==> config.mk <==
export PLATFORM = sky130hd
export DESIGN_NAME = sum_checksum_frame_receiver_flat
export DESIGN_NICKNAME = d
export VERILOG_FILES = /design/src/design/scfr_pkg.sv /design/src/design/scfr_ifs.sv /design/src/design/sum_checksum_frame_receiver.sv /design/src/design/scfr_store.sv /design/src/flat_wrapper.sv
export SDC_FILE = /design/constraint.sdc
export NUM_CORES = 1
export LEC_CHECK = 0
export ABC_CLOCK_PERIOD_IN_PS = 2200
export BUFFER_PORTS_ARGS = -buffer_cell sky130_fd_sc_hd__buf_4
export CORE_ASPECT_RATIO = 1.5
export CORE_UTILIZATION = 56
export CTS_CLUSTER_DIAMETER = 120
export DETAILED_ROUTE_END_ITERATION = 7
export PLACE_DENSITY_LB_ADDON = 0.25
export SYNTH_ARGS = -nofsm -noshare
export SYNTH_HDL_FRONTEND = slang
export SYNTH_SLANG_ARGS = --single-unit
==> constraint.sdc <==
create_clock -name clock -period 2.2 [get_ports clock]
set_input_delay 0.22 -clock clock [delete_from_list [all_inputs] [get_ports clock]]
set_output_delay 0.22 -clock clock [all_outputs]
set_load 0.01 [all_outputs]
==> src/design/scfr_pkg.sv <==
package scfr_pkg;

   // beat widths
   localparam int unsigned BYTE_W  = 8;
   localparam int unsigned INDEX_W = 5;

   // framing bytes
   localparam logic [BYTE_W-1:0] HEADER_BYTE    = 8'h5C;
   localparam logic [BYTE_W-1:0] TRAILER_BYTE   = 8'hBB;
   localparam logic [BYTE_W-1:0] FRAME_OVERHEAD = 8'd2;

   // receiver phases
   typedef enum logic [2:0] {
      PH_HUNT    = 3'd0,
      PH_LEN     = 3'd1,
      PH_BODY    = 3'd2,
      PH_CHECK   = 3'd3,
      PH_TRAILER = 3'd4,
      PH_REPLAY  = 3'd5
   } phase_type;

endpackage

==> src/design/scfr_ifs.sv <==
// received byte stream
interface scfr_req_if
   import scfr_pkg::*;
   ();
   logic              valid;
   logic              ready;
   logic [BYTE_W-1:0] rx_byte;

   modport source (output valid, output rx_byte, input ready);
   modport sink   (input valid, input rx_byte, output ready);
endinterface

// validated payload stream
interface scfr_rsp_if
   import scfr_pkg::*;
   ();
   logic               valid;
   logic               ready;
   logic [BYTE_W-1:0]  payload_byte;
   logic [INDEX_W-1:0] byte_index;
   logic               last_byte;

   modport source (output valid, output payload_byte, output byte_index,
                   output last_byte, input ready);
   modport sink   (input valid, input payload_byte, input byte_index,
                   input last_byte, output ready);
endinterface

==> src/design/sum_checksum_frame_receiver.sv <==
// Channel   Dir  Beat fields                               Accepted when
// req_if    in   rx_byte[7:0]                              valid && ready
// rsp_if    out  payload_byte[7:0] byte_index[4:0] last    valid && ready
//
// One received byte per cycle in the hunt, length, body, check and trailer phases.
// A good trailer starts a replay of N payload bytes from the buffer, one beat per
// cycle when not stalled, each read through the single buffer read port.
// Input ready is low for the whole replay, so writes and reads never overlap.
// Synchronous active-high reset returns to the header hunt; no buffer clearing pass.
// A stalled result beat holds its read data; the buffer read is not re-issued.
module sum_checksum_frame_receiver
   import scfr_pkg::*;
#(
   parameter int unsigned MAX_PAYLOAD = 32
) (
   input  logic        clock,
   input  logic        reset,
   scfr_req_if.sink    req_if,
   scfr_rsp_if.source  rsp_if
);

   localparam int unsigned AW = (MAX_PAYLOAD > 1) ? $clog2(MAX_PAYLOAD) : 1;
   localparam int unsigned CW = $clog2(MAX_PAYLOAD + 1);
   localparam logic [BYTE_W-1:0] MAX_LEN = BYTE_W'(MAX_PAYLOAD) + FRAME_OVERHEAD;

   phase_type         phase_ff, phase_in;
   logic [CW-1:0]     count_ff, count_in;
   logic [CW-1:0]     rcvd_ff, rcvd_in;
   logic [BYTE_W-1:0] sum_ff, sum_in;
   logic [AW-1:0]     idx_ff, idx_in;
   logic              rsp_valid_ff, rsp_valid_in;

   logic              accept, beat, last, len_ok, body_done, trailer_ok;
   logic [BYTE_W-1:0] rx;
   logic              wr_en, rd_en;
   logic [AW-1:0]     rd_addr;

   assign rx         = req_if.rx_byte;
   assign accept     = req_if.valid && req_if.ready;
   assign beat       = rsp_valid_ff && rsp_if.ready;
   assign last       = (CW'(idx_ff) + CW'(1)) == count_ff;
   assign len_ok     = (rx > FRAME_OVERHEAD) && (rx <= MAX_LEN);
   assign body_done  = (rcvd_ff + CW'(1)) == count_ff;
   assign trailer_ok = accept && (phase_ff == PH_TRAILER) && (rx == TRAILER_BYTE);

   // next phase
   always_comb begin
      phase_in = phase_ff;
      unique case (phase_ff)
         PH_LEN: begin
            if (accept) phase_in = len_ok ? PH_BODY : PH_HUNT;
         end
         PH_BODY: begin
            if (accept && body_done) phase_in = PH_CHECK;
         end
         PH_CHECK: begin
            if (accept) phase_in = (rx == sum_ff) ? PH_TRAILER : PH_HUNT;
         end
         PH_TRAILER: begin
            if (accept) phase_in = (rx == TRAILER_BYTE) ? PH_REPLAY : PH_HUNT;
         end
         PH_REPLAY: begin
            if (beat && last) phase_in = PH_HUNT;
         end
         default: begin
            if (accept && rx == HEADER_BYTE) phase_in = PH_LEN;
            else                             phase_in = PH_HUNT;
         end
      endcase
   end

   // handshake and buffer control
   always_comb begin
      req_if.ready = (phase_ff != PH_REPLAY);
      wr_en        = accept && (phase_ff == PH_BODY);
      rd_en        = trailer_ok || ((phase_ff == PH_REPLAY) && beat && !last);
      rd_addr      = trailer_ok ? '0 : idx_ff + AW'(1);
      rsp_valid_in = rsp_valid_ff;
      if (trailer_ok) begin
         rsp_valid_in = 1'b1;
      end else if ((phase_ff == PH_REPLAY) && beat && last) begin
         rsp_valid_in = 1'b0;
      end
   end

   // length, fill count, running sum, replay index
   always_comb begin
      count_in = count_ff;
      rcvd_in  = rcvd_ff;
      sum_in   = sum_ff;
      idx_in   = idx_ff;
      if (accept && phase_ff == PH_LEN && len_ok) begin
         count_in = CW'(rx - FRAME_OVERHEAD);
         rcvd_in  = '0;
         sum_in   = '0;
      end
      if (wr_en) begin
         rcvd_in = rcvd_ff + CW'(1);
         sum_in  = sum_ff + rx;
      end
      if (rd_en) begin
         idx_in = rd_addr;
      end
   end

   always_ff @(posedge clock) begin
      if (reset) begin
         phase_ff     <= PH_HUNT;
         count_ff     <= '0;
         rcvd_ff      <= '0;
         sum_ff       <= '0;
         idx_ff       <= '0;
         rsp_valid_ff <= 1'b0;
      end else begin
         phase_ff     <= phase_in;
         count_ff     <= count_in;
         rcvd_ff      <= rcvd_in;
         sum_ff       <= sum_in;
         idx_ff       <= idx_in;
         rsp_valid_ff <= rsp_valid_in;
      end
   end

   // payload buffer; its read register is the result register
   scfr_store #(
      .DEPTH (MAX_PAYLOAD),
      .AW    (AW)
   ) u_store (
      .clock   (clock),
      .wr_en   (wr_en),
      .wr_addr (rcvd_ff[AW-1:0]),
      .wr_data (rx),
      .rd_en   (rd_en),
      .rd_addr (rd_addr),
      .rd_data (rsp_if.payload_byte)
   );

   assign rsp_if.valid      = rsp_valid_ff;
   assign rsp_if.byte_index = INDEX_W'(idx_ff);
   assign rsp_if.last_byte  = last;

   // no input taken while a result beat is pending
   assert property (@(posedge clock) disable iff (reset)
      rsp_valid_ff |-> !req_if.ready)
      else $error("input accepted during replay");

   // result beats only during replay
   assert property (@(posedge clock) disable iff (reset)
      rsp_valid_ff |-> (phase_ff == PH_REPLAY))
      else $error("result beat outside replay");

   // the final beat ends the run
   assert property (@(posedge clock) disable iff (reset)
      (beat && last) |=> !rsp_valid_ff)
      else $error("run continues after last beat");

   // indices advance by one within a run
   assert property (@(posedge clock) disable iff (reset)
      (beat && !last) |=>
         (rsp_valid_ff && rsp_if.byte_index == $past(rsp_if.byte_index) + INDEX_W'(1)))
      else $error("byte index skipped");

endmodule

==> src/design/scfr_store.sv <==
// Payload buffer: one write port, one read port, registered read data.
// The read data register holds while rd_en is low.
module scfr_store
   import scfr_pkg::*;
#(
   parameter int unsigned DEPTH = 32,
   parameter int unsigned AW    = 5
) (
   input  logic              clock,
   input  logic              wr_en,
   input  logic [AW-1:0]     wr_addr,
   input  logic [BYTE_W-1:0] wr_data,
   input  logic              rd_en,
   input  logic [AW-1:0]     rd_addr,
   output logic [BYTE_W-1:0] rd_data
);

   logic [BYTE_W-1:0] mem [DEPTH];
   logic [BYTE_W-1:0] rd_data_ff;

   // write port
   always_ff @(posedge clock) begin
      if (wr_en) begin
         mem[wr_addr] <= wr_data;
      end
   end

   // read port
   always_ff @(posedge clock) begin
      if (rd_en) begin
         rd_data_ff <= mem[rd_addr];
      end
   end

   assign rd_data = rd_data_ff;

endmodule

==> src/flat_wrapper.sv <==
// flat-port wrapper written by rule: the top's interface ports become plain ports
module sum_checksum_frame_receiver_flat import scfr_pkg::*;
#(
   parameter int unsigned MAX_PAYLOAD = 32
)
  (clock, reset, req_if_valid, req_if_rx_byte, req_if_ready, rsp_if_valid, rsp_if_payload_byte, rsp_if_byte_index, rsp_if_last_byte, rsp_if_ready);
  scfr_req_if req_if_i ();
  scfr_rsp_if rsp_if_i ();
  input  logic clock;
  input  logic reset;
  input wire logic [$bits(req_if_i.valid)-1:0] req_if_valid;
  input wire logic [$bits(req_if_i.rx_byte)-1:0] req_if_rx_byte;
  output wire logic [$bits(req_if_i.ready)-1:0] req_if_ready;
  output wire logic [$bits(rsp_if_i.valid)-1:0] rsp_if_valid;
  output wire logic [$bits(rsp_if_i.payload_byte)-1:0] rsp_if_payload_byte;
  output wire logic [$bits(rsp_if_i.byte_index)-1:0] rsp_if_byte_index;
  output wire logic [$bits(rsp_if_i.last_byte)-1:0] rsp_if_last_byte;
  input wire logic [$bits(rsp_if_i.ready)-1:0] rsp_if_ready;
  assign req_if_i.valid = req_if_valid;
  assign req_if_i.rx_byte = req_if_rx_byte;
  assign req_if_ready = req_if_i.ready;
  assign rsp_if_valid = rsp_if_i.valid;
  assign rsp_if_payload_byte = rsp_if_i.payload_byte;
  assign rsp_if_byte_index = rsp_if_i.byte_index;
  assign rsp_if_last_byte = rsp_if_i.last_byte;
  assign rsp_if_i.ready = rsp_if_ready;
  sum_checksum_frame_receiver #(.MAX_PAYLOAD(MAX_PAYLOAD)) u_core (.clock(clock), .reset(reset), .req_if(req_if_i), .rsp_if(rsp_if_i));
endmodule
== Word level (Yosys, flattened, before mapping) ==
Memory sizes are Yosys's and may differ from the RTL's. A register that Yosys moved wholly into a read port is not among the register bits.
Cells that the tools add are included.

* Logic and storage cells: 68
* Memories kept: 1
* Memory bits (writable): 256
* Output and inout port bits: 16
* Input bits: 12
* Flip-flop bits (word level): 29

{| class="wikitable"
|+ Memory list
! memory !! words !! width !! rd ports !! clocked after Yosys merged registers in !! wr ports !! RTL line !! source
|-
| u_core.u_store.mem || 32 || 8 || 1 || 1 || 1 || scfr_store.sv:18 || <nowiki>logic [BYTE_W-1:0] mem [DEPTH];</nowiki>
|}

* Eq/ne operators: 16
* Add/sub/neg operators: 5
* Mux-type cells: 19
* Reductions and logical operators: 19
* $lt $le $gt $ge: 2

{| class="wikitable"
|+ Operator list
! kind !! number
|-
| $mux W3 || 7
|-
| $mux W8 || 2
|-
| $pmux W3 S5 || 1
|-
| $logic_and A1 B1 Y1 || 14
|-
| $eq A6 B6 Y1 || 2
|-
| $mux W6 || 2
|-
| $ne A2 B1 Y1 const B || 5
|-
| $add A8 B8 Y8 || 1
|-
| $eq A8 B7 Y1 const B || 1
|-
| $eq A8 B8 Y1 || 1
|-
| $eq A8 B8 Y1 const B || 1
|-
| $gt A8 B2 Y1 const B || 1
|-
| $le A8 B6 Y1 const B || 1
|-
| $add A5 B1 Y6 const B || 1
|-
| $add A6 B1 Y6 const B || 1
|-
| $eq A3 B2 Y1 const B || 2
|-
| $eq A3 B3 Y1 const B || 2
|-
| $sub A6 B2 Y6 const B || 1
|-
| $add A5 B1 Y5 const B || 1
|-
| $mux W1 || 5
|-
| $mux W5 || 1
|-
| $reduce_and A5 Y1 || 1
|-
| $reduce_bool A2 Y1 || 2
|-
| $eq A3 B1 Y1 const B || 1
|-
| other kinds (4) || 4
|}

== Depth between registers and ports, before layout ==
* Depth after elaboration: 6
* Depth in mapped cells: 10
* Gate-level depth less buffers: 9

== By module ==
A second synthesis with hierarchy kept.

* Cell total of the unflattened synthesis: 694
* Area, all modules: 12,319.3 um^2

{| class="wikitable"
|+ By module, submodules not included
! module !! cells an instance !! times used !! seq. area each (um^2) !! area an instance (um^2)
|-
| scfr_store || 417 || 1 || 7,927.6 || 10,133.5
|-
| sum_checksum_frame_receiver || 277 || 1 || 580.6 || 2,185.8
|}

== Least setup slack after synthesis ==
OpenSTA, ideal clock, no wires.

* Path kind: reg2reg
* From: reg u_core.idx_ff[0] (netlist: u_core.rsp_if.byte_index[0])
* To: reg u_core.u_store.rd_data_ff[2] (netlist: u_core.u_store.rd_data[2]) (read register of u_core.u_store.mem), data pin
* Setup time: 0.268 ns
* Setup slack: -0.115 ns
* Buffers on the path: 2
* Data arrival time: 2.047 ns
* Cell stages (with the launch flop): 8
* Period minus slack after synthesis: 2.315 ns
* Cell sequence: dfxtp_1 > ha_1 > xor2_1 > buf_2 > clkbuf_1 > mux4_2 > o211ai_1 > a31oi_1

* Longest elaborated chain between the ends: 5
* Elaborated cells on any way between the ends: 7

{| class="wikitable"
|+ RTL lines
! item !! RTL line !! source
|-
| from (decl) || sum_checksum_frame_receiver.sv:30 || <nowiki>logic [AW-1:0] idx_ff, idx_in;</nowiki>
|-
| from (signal assigned) || sum_checksum_frame_receiver.sv:119 || <nowiki>idx_ff <= idx_in;</nowiki>
|-
| $add A5 B1 Y6 || sum_checksum_frame_receiver.sv:41 || <nowiki>assign last = (CW'(idx_ff) + CW'(1)) == count_ff;</nowiki>
|-
| $eq A6 B6 Y1 || sum_checksum_frame_receiver.sv:41 ||
|-
| $logic_not A1 Y1 || sum_checksum_frame_receiver.sv:76 || <nowiki>rd_en = trailer_ok || ((phase_ff == PH_REPLAY) && beat && !last);</nowiki>
|-
| $logic_and A1 B1 Y1 || sum_checksum_frame_receiver.sv:76 ||
|-
| $logic_or A1 B1 Y1 || sum_checksum_frame_receiver.sv:76 ||
|-
| to (decl) || scfr_store.sv:19 || <nowiki>logic [BYTE_W-1:0] rd_data_ff;</nowiki>
|}

Several ways; a longest one is shown, not always the timed one.
A chain may end at the register's enable or synchronous reset.

== Worst setup path in the final report ==
* From: reg u_core.idx_ff[0] (netlist: u_core.rsp_if.byte_index[0])
* To: out rsp_if_last_byte

* Longest elaborated chain between the ends: 2

{| class="wikitable"
|+ RTL lines
! item !! RTL line !! source
|-
| $add A5 B1 Y6 || sum_checksum_frame_receiver.sv:41 ||
|-
| $eq A6 B6 Y1 || sum_checksum_frame_receiver.sv:41 ||
|-
| to (decl) || flat_wrapper.sv:17 || <nowiki>output wire logic [$bits(rsp_if_i.last_byte)-1:0] rsp_if_last_byte;</nowiki>
|}

Every way passes these cells.

==> insert_results.sql <==
INSERT INTO impl_metrics (metric_group, metric, value, unit) VALUES
('synth', 'synthDominantCellAreaShare', '63.2', '%'),
('synth', 'syn_nets', '941', ''),
('timing', 'drv_slew', '0', ''),
('clocking', 'h-tree-depth', '1', ''),
('synth', 'netlist.top_cell.by_area', 'sky130_fd_sc_hd__edfxtp_1', ''),
('die', 'die-height', '185', 'microns'),
('setup_path', 'cp_max_fo', '5', ''),
('timing', 'final_critical_path_share_of_the_clock_period', '111', '%'),
('synth', 'ys_ff_latch', '293', ''),
('global_routing', 'global_route.usage.total', '30.5', '%'),
('detailed_routing', 'via_total_after_detailed_routing', '8812', ''),
('detailed_routing', 'vias_per_inst', '6.43', ''),
('synth', 'post_synth_most_frequent_cells', 'sky130_fd_sc_hd__edfxtp_1, sky130_fd_sc_hd__nor2_1, sky130_fd_sc_hd__nand2_1', ''),
('pwr', 'pwr-share-clk', '42.4', '%'),
('setup_path', 'cp_cell_sequence', 'buf_8 -> and3_4 -> buf_6 -> or4_4 -> o311a_1 -> a21oi_2 -> buf_4 -> buf_6', ''),
('setup_path', 'worst_ep_required_time', '1.98', 'ns'),
('global_routing', 'met1_resource_use_gr', '35.3', '%'),
('layout', 'instances_no_fill', '1371', ''),
('synth', 'synth-warning-count', '0', ''),
('timing', 'final.hold.worst_slack', '0.0465', 'ns'),
('setup_path', 'timing.critical_path.arrival', '2.21', 'ns'),
('hold_path', 'hold_crit_class', 'primary input to register', ''),
('placed_design', 'dpl_cells', '1309', ''),
('timing', 'clock-skew-final', '0.0129', 'ns'),
('layout', 'nets', '1107', ''),
('timing', 'tightestPinTransition', '0.540', 'ns'),
('clocking', 'clock-root-buffer', 'sky130_fd_sc_hd__clkbuf_16', ''),
('synth', 'synth_ff_type', 'sky130_fd_sc_hd__edfxtp_1', ''),
('global_routing', 'largest_net_degree_at_the_start_of_global_routing', '56', ''),
('die', 'floorplan.initialDensity', '57.5', '%'),
('synth', 'yosysSeqAreaShare', '67.9', '%'),
('placed_design', 'detailed_place_hpwl', '22300', 'microns'),
('timing', 'relSlewSlack', '64.0', '%'),
('setup_path', 'timing.critical_path.slowest_stage_cell', 'sky130_fd_sc_hd__or4_4', ''),
('global_routing', 'wire_length_of_the_first_global_routing_pass', '50300', 'microns'),
('global_routing', 'groute.layer.met3.usage', '3.85', '%'),
('pwr', 'power_frac_comb', '4.5', '%'),
('synth', 'synth.cell_area', '12500', 'sq um'),
('detailed_routing', 'detailedRoute.firstPassIterationCount', '6', ''),
('die', 'dieWidth', '124', 'microns'),
('pwr', 'intPower', '9.12', 'mW'),
('setup_path', 'worstPathBufferInverterCount', '4', ''),
('setup_path', 'critical_path.endpoint_type', 'output pin', ''),
('layout', 'design_area', '15700', 'sq um'),
('synth', 'mean_cell_area_of_the_mapped_netlist', '13.7', 'sq um'),
('timing', 'finalSetupViolations', '9', ''),
('timing', 'clock.fmax', '411', 'MHz'),
('pwr', 'peakVddDrop', '0.631', 'mV'),
('setup_path', 'cp-start-kind', 'register', ''),
('global_routing', 'number_of_antenna_violations_at_the_first_check_in_global_routing', '0', ''),
('die', 'die_area', '23000', 'sq um'),
('layout', 'n_antenna_cell', '0', ''),
('pwr', 'static-leakage-power', '5.32', 'nW'),
('detailed_routing', 'post_drt_wl_per_cell', '24.9', 'microns'),
('job', 'cap_viol_max_count', '0', ''),
('detailed_routing', 'antenna_viol_nets_final', '0', ''),
('die', 'boundaryPins', '28', ''),
('timing', 'fin_ws', '-0.232', 'ns'),
('pwr', 'post-layout-total-power', '11.5', 'mW'),
('placed_design', 'numPortBuffers', '27', ''),
('pwr', 'cellPowerDensity', '728', 'nW/um^2'),
('timing', 'setup_repair_after_global_routing_missed_its_margin', 'yes', ''),
('global_routing', 'grt-busiest-layer', 'met2', ''),
('synth', 'syn_inst', '914', ''),
('timing', 'final-hold-violation-count', '0', ''),
('status', 'result_of_the_run', 'finished, violations left', ''),
('pwr', 'switching_share', '20.5', '%'),
('status', 'failed_checks', 'negative setup slack', ''),
('die', 'num_rows', '66', ''),
('timing', 'final.min_clock_period', '2.43', 'ns'),
('clocking', 'cts_sinks', '293', '');
==> state kept, by name, summed over array words and instances, names as in the netlist <==
signal	count
u_core.rcvd_ff	6
u_core.rsp_if.valid	1
u_core.count_ff	6
u_core.u_store.rd_data	8
u_core.rsp_if.byte_index	5
u_core.u_store.mem	256
u_core.sum_ff	8
u_core.phase_ff	3
==> path summary, 6_finish.rpt <==
path                                     from                        end  slack, ns  cells after the start
setup / recovery  u_core.rsp_if.byte_index[0]           rsp_if_last_byte      -0.23                      8
hold / removal                   rsp_if_ready        u_core.rsp_if.valid       0.05                      4
setup reg to reg  u_core.rsp_if.byte_index[0]  u_core.u_store.rd_data[5]      -0.19                      9
hold reg to reg              u_core.sum_ff[2]           u_core.sum_ff[2]       0.48                      2
==> cell type report <==
class | instances | area, sq um
inverters | 9 | 33.8
clock inverters | 18 | 240
repair buffers | 193 | 1720
multi-input cells | 557 | 4210
clock buffers | 29 | 683
fillers | 1392 | 6060
well taps | 272 | 340
flip-flops and latches | 293 | 8510
==> worst min-delay path: cells and delay by family <==
kind | cells | cell delay [ns]
AO/OA/AOI/OAI | 1 | 0.06
AND/OR/NAND/NOR | 2 | 0.14
buffers and inverters | 1 | 0.12
==> power groups by stage <==
stage | sequential (mW) | clock (mW) | combinational, mW
finish | 6.09 | 4.87 | 0.511
global route | 6.08 | 5.07 | 0.545
CTS | 6.09 | 4.88 | 0.480
detailed placement | 6.21 | 0 | 0.468
global placement | 6.21 | 0 | 0.461
floorplan | 6.22 | 0 | 0.217
==> layout by cell type (no fill, tap or decap), types with 5 or more instances in the layout <==
cell                        instances
sky130_fd_sc_hd__edfxtp_1         264
sky130_fd_sc_hd__buf_4            165
sky130_fd_sc_hd__nor2_1            73
sky130_fd_sc_hd__nand2_1           60
sky130_fd_sc_hd__a21oi_1           47
sky130_fd_sc_hd__o21ai_0           40
sky130_fd_sc_hd__clkbuf_16         29
sky130_fd_sc_hd__nand3_1           27
sky130_fd_sc_hd__nor3_1            26
sky130_fd_sc_hd__dfxtp_1           26
sky130_fd_sc_hd__mux4_2            21
sky130_fd_sc_hd__mux2i_1           21
sky130_fd_sc_hd__xnor2_1           17
sky130_fd_sc_hd__buf_12            12
sky130_fd_sc_hd__o22ai_1           11
sky130_fd_sc_hd__o211ai_1          11
sky130_fd_sc_hd__ha_1              11
sky130_fd_sc_hd__nand2_2           10
sky130_fd_sc_hd__o21ai_1           10
sky130_fd_sc_hd__inv_1              9
sky130_fd_sc_hd__a31oi_1            9
sky130_fd_sc_hd__a21oi_2            8
sky130_fd_sc_hd__a22oi_1            8
sky130_fd_sc_hd__buf_6              7
sky130_fd_sc_hd__xor2_1             6
sky130_fd_sc_hd__nor2b_1            6
sky130_fd_sc_hd__mux2_2             5
sky130_fd_sc_hd__a2bb2oi_1          5
sky130_fd_sc_hd__o22ai_4            5
sky130_fd_sc_hd__or3_1              5
sky130_fd_sc_hd__bufinv_16          5
sky130_fd_sc_hd__buf_8              5
==> routing by layer <==
| layer | up-vias | share of wire [%] |
|---|---|---|
| li1 | 3867 | - |
| met1 | 4361 | 35 |
| met2 | 454 | 52 |
| met3 | 130 | 6.2 |
| met4 | 0 | 6.8 |
| met5 | - | 0 |
==> what timing repair did <==
item | in CTS | in global routing
setup endpoints to repair | 19 | 216
pin swaps | 6 | 34
resized for setup | 58 | 67
hold endpoints to repair | 0 | 0
buffers inserted | 7 | 10
cloned | 0 | 2
==> stage by stage <==
step           worst slack, ns  setup TNS [ns]
3_5_place_dp            -0.374           -2.47
6_report                -0.232           -1.34
5_1_grt                 -0.306           -2.14
2_1_floorplan          0.00236               0
4_1_cts                 -0.216          -0.995
3_3_place_gp            -0.383           -2.26
==> logic make-up after synthesis <==
family,after synthesis,synth area share [%]
simple gates,258,9.90
buf+inv,64,2.17
fa+ha+maj,15,1.56
xor+xnor,28,1.96
flops,293,67.9
mux,49,6.06
compound gates,207,10.5
(Power assumes the default switching activity.)
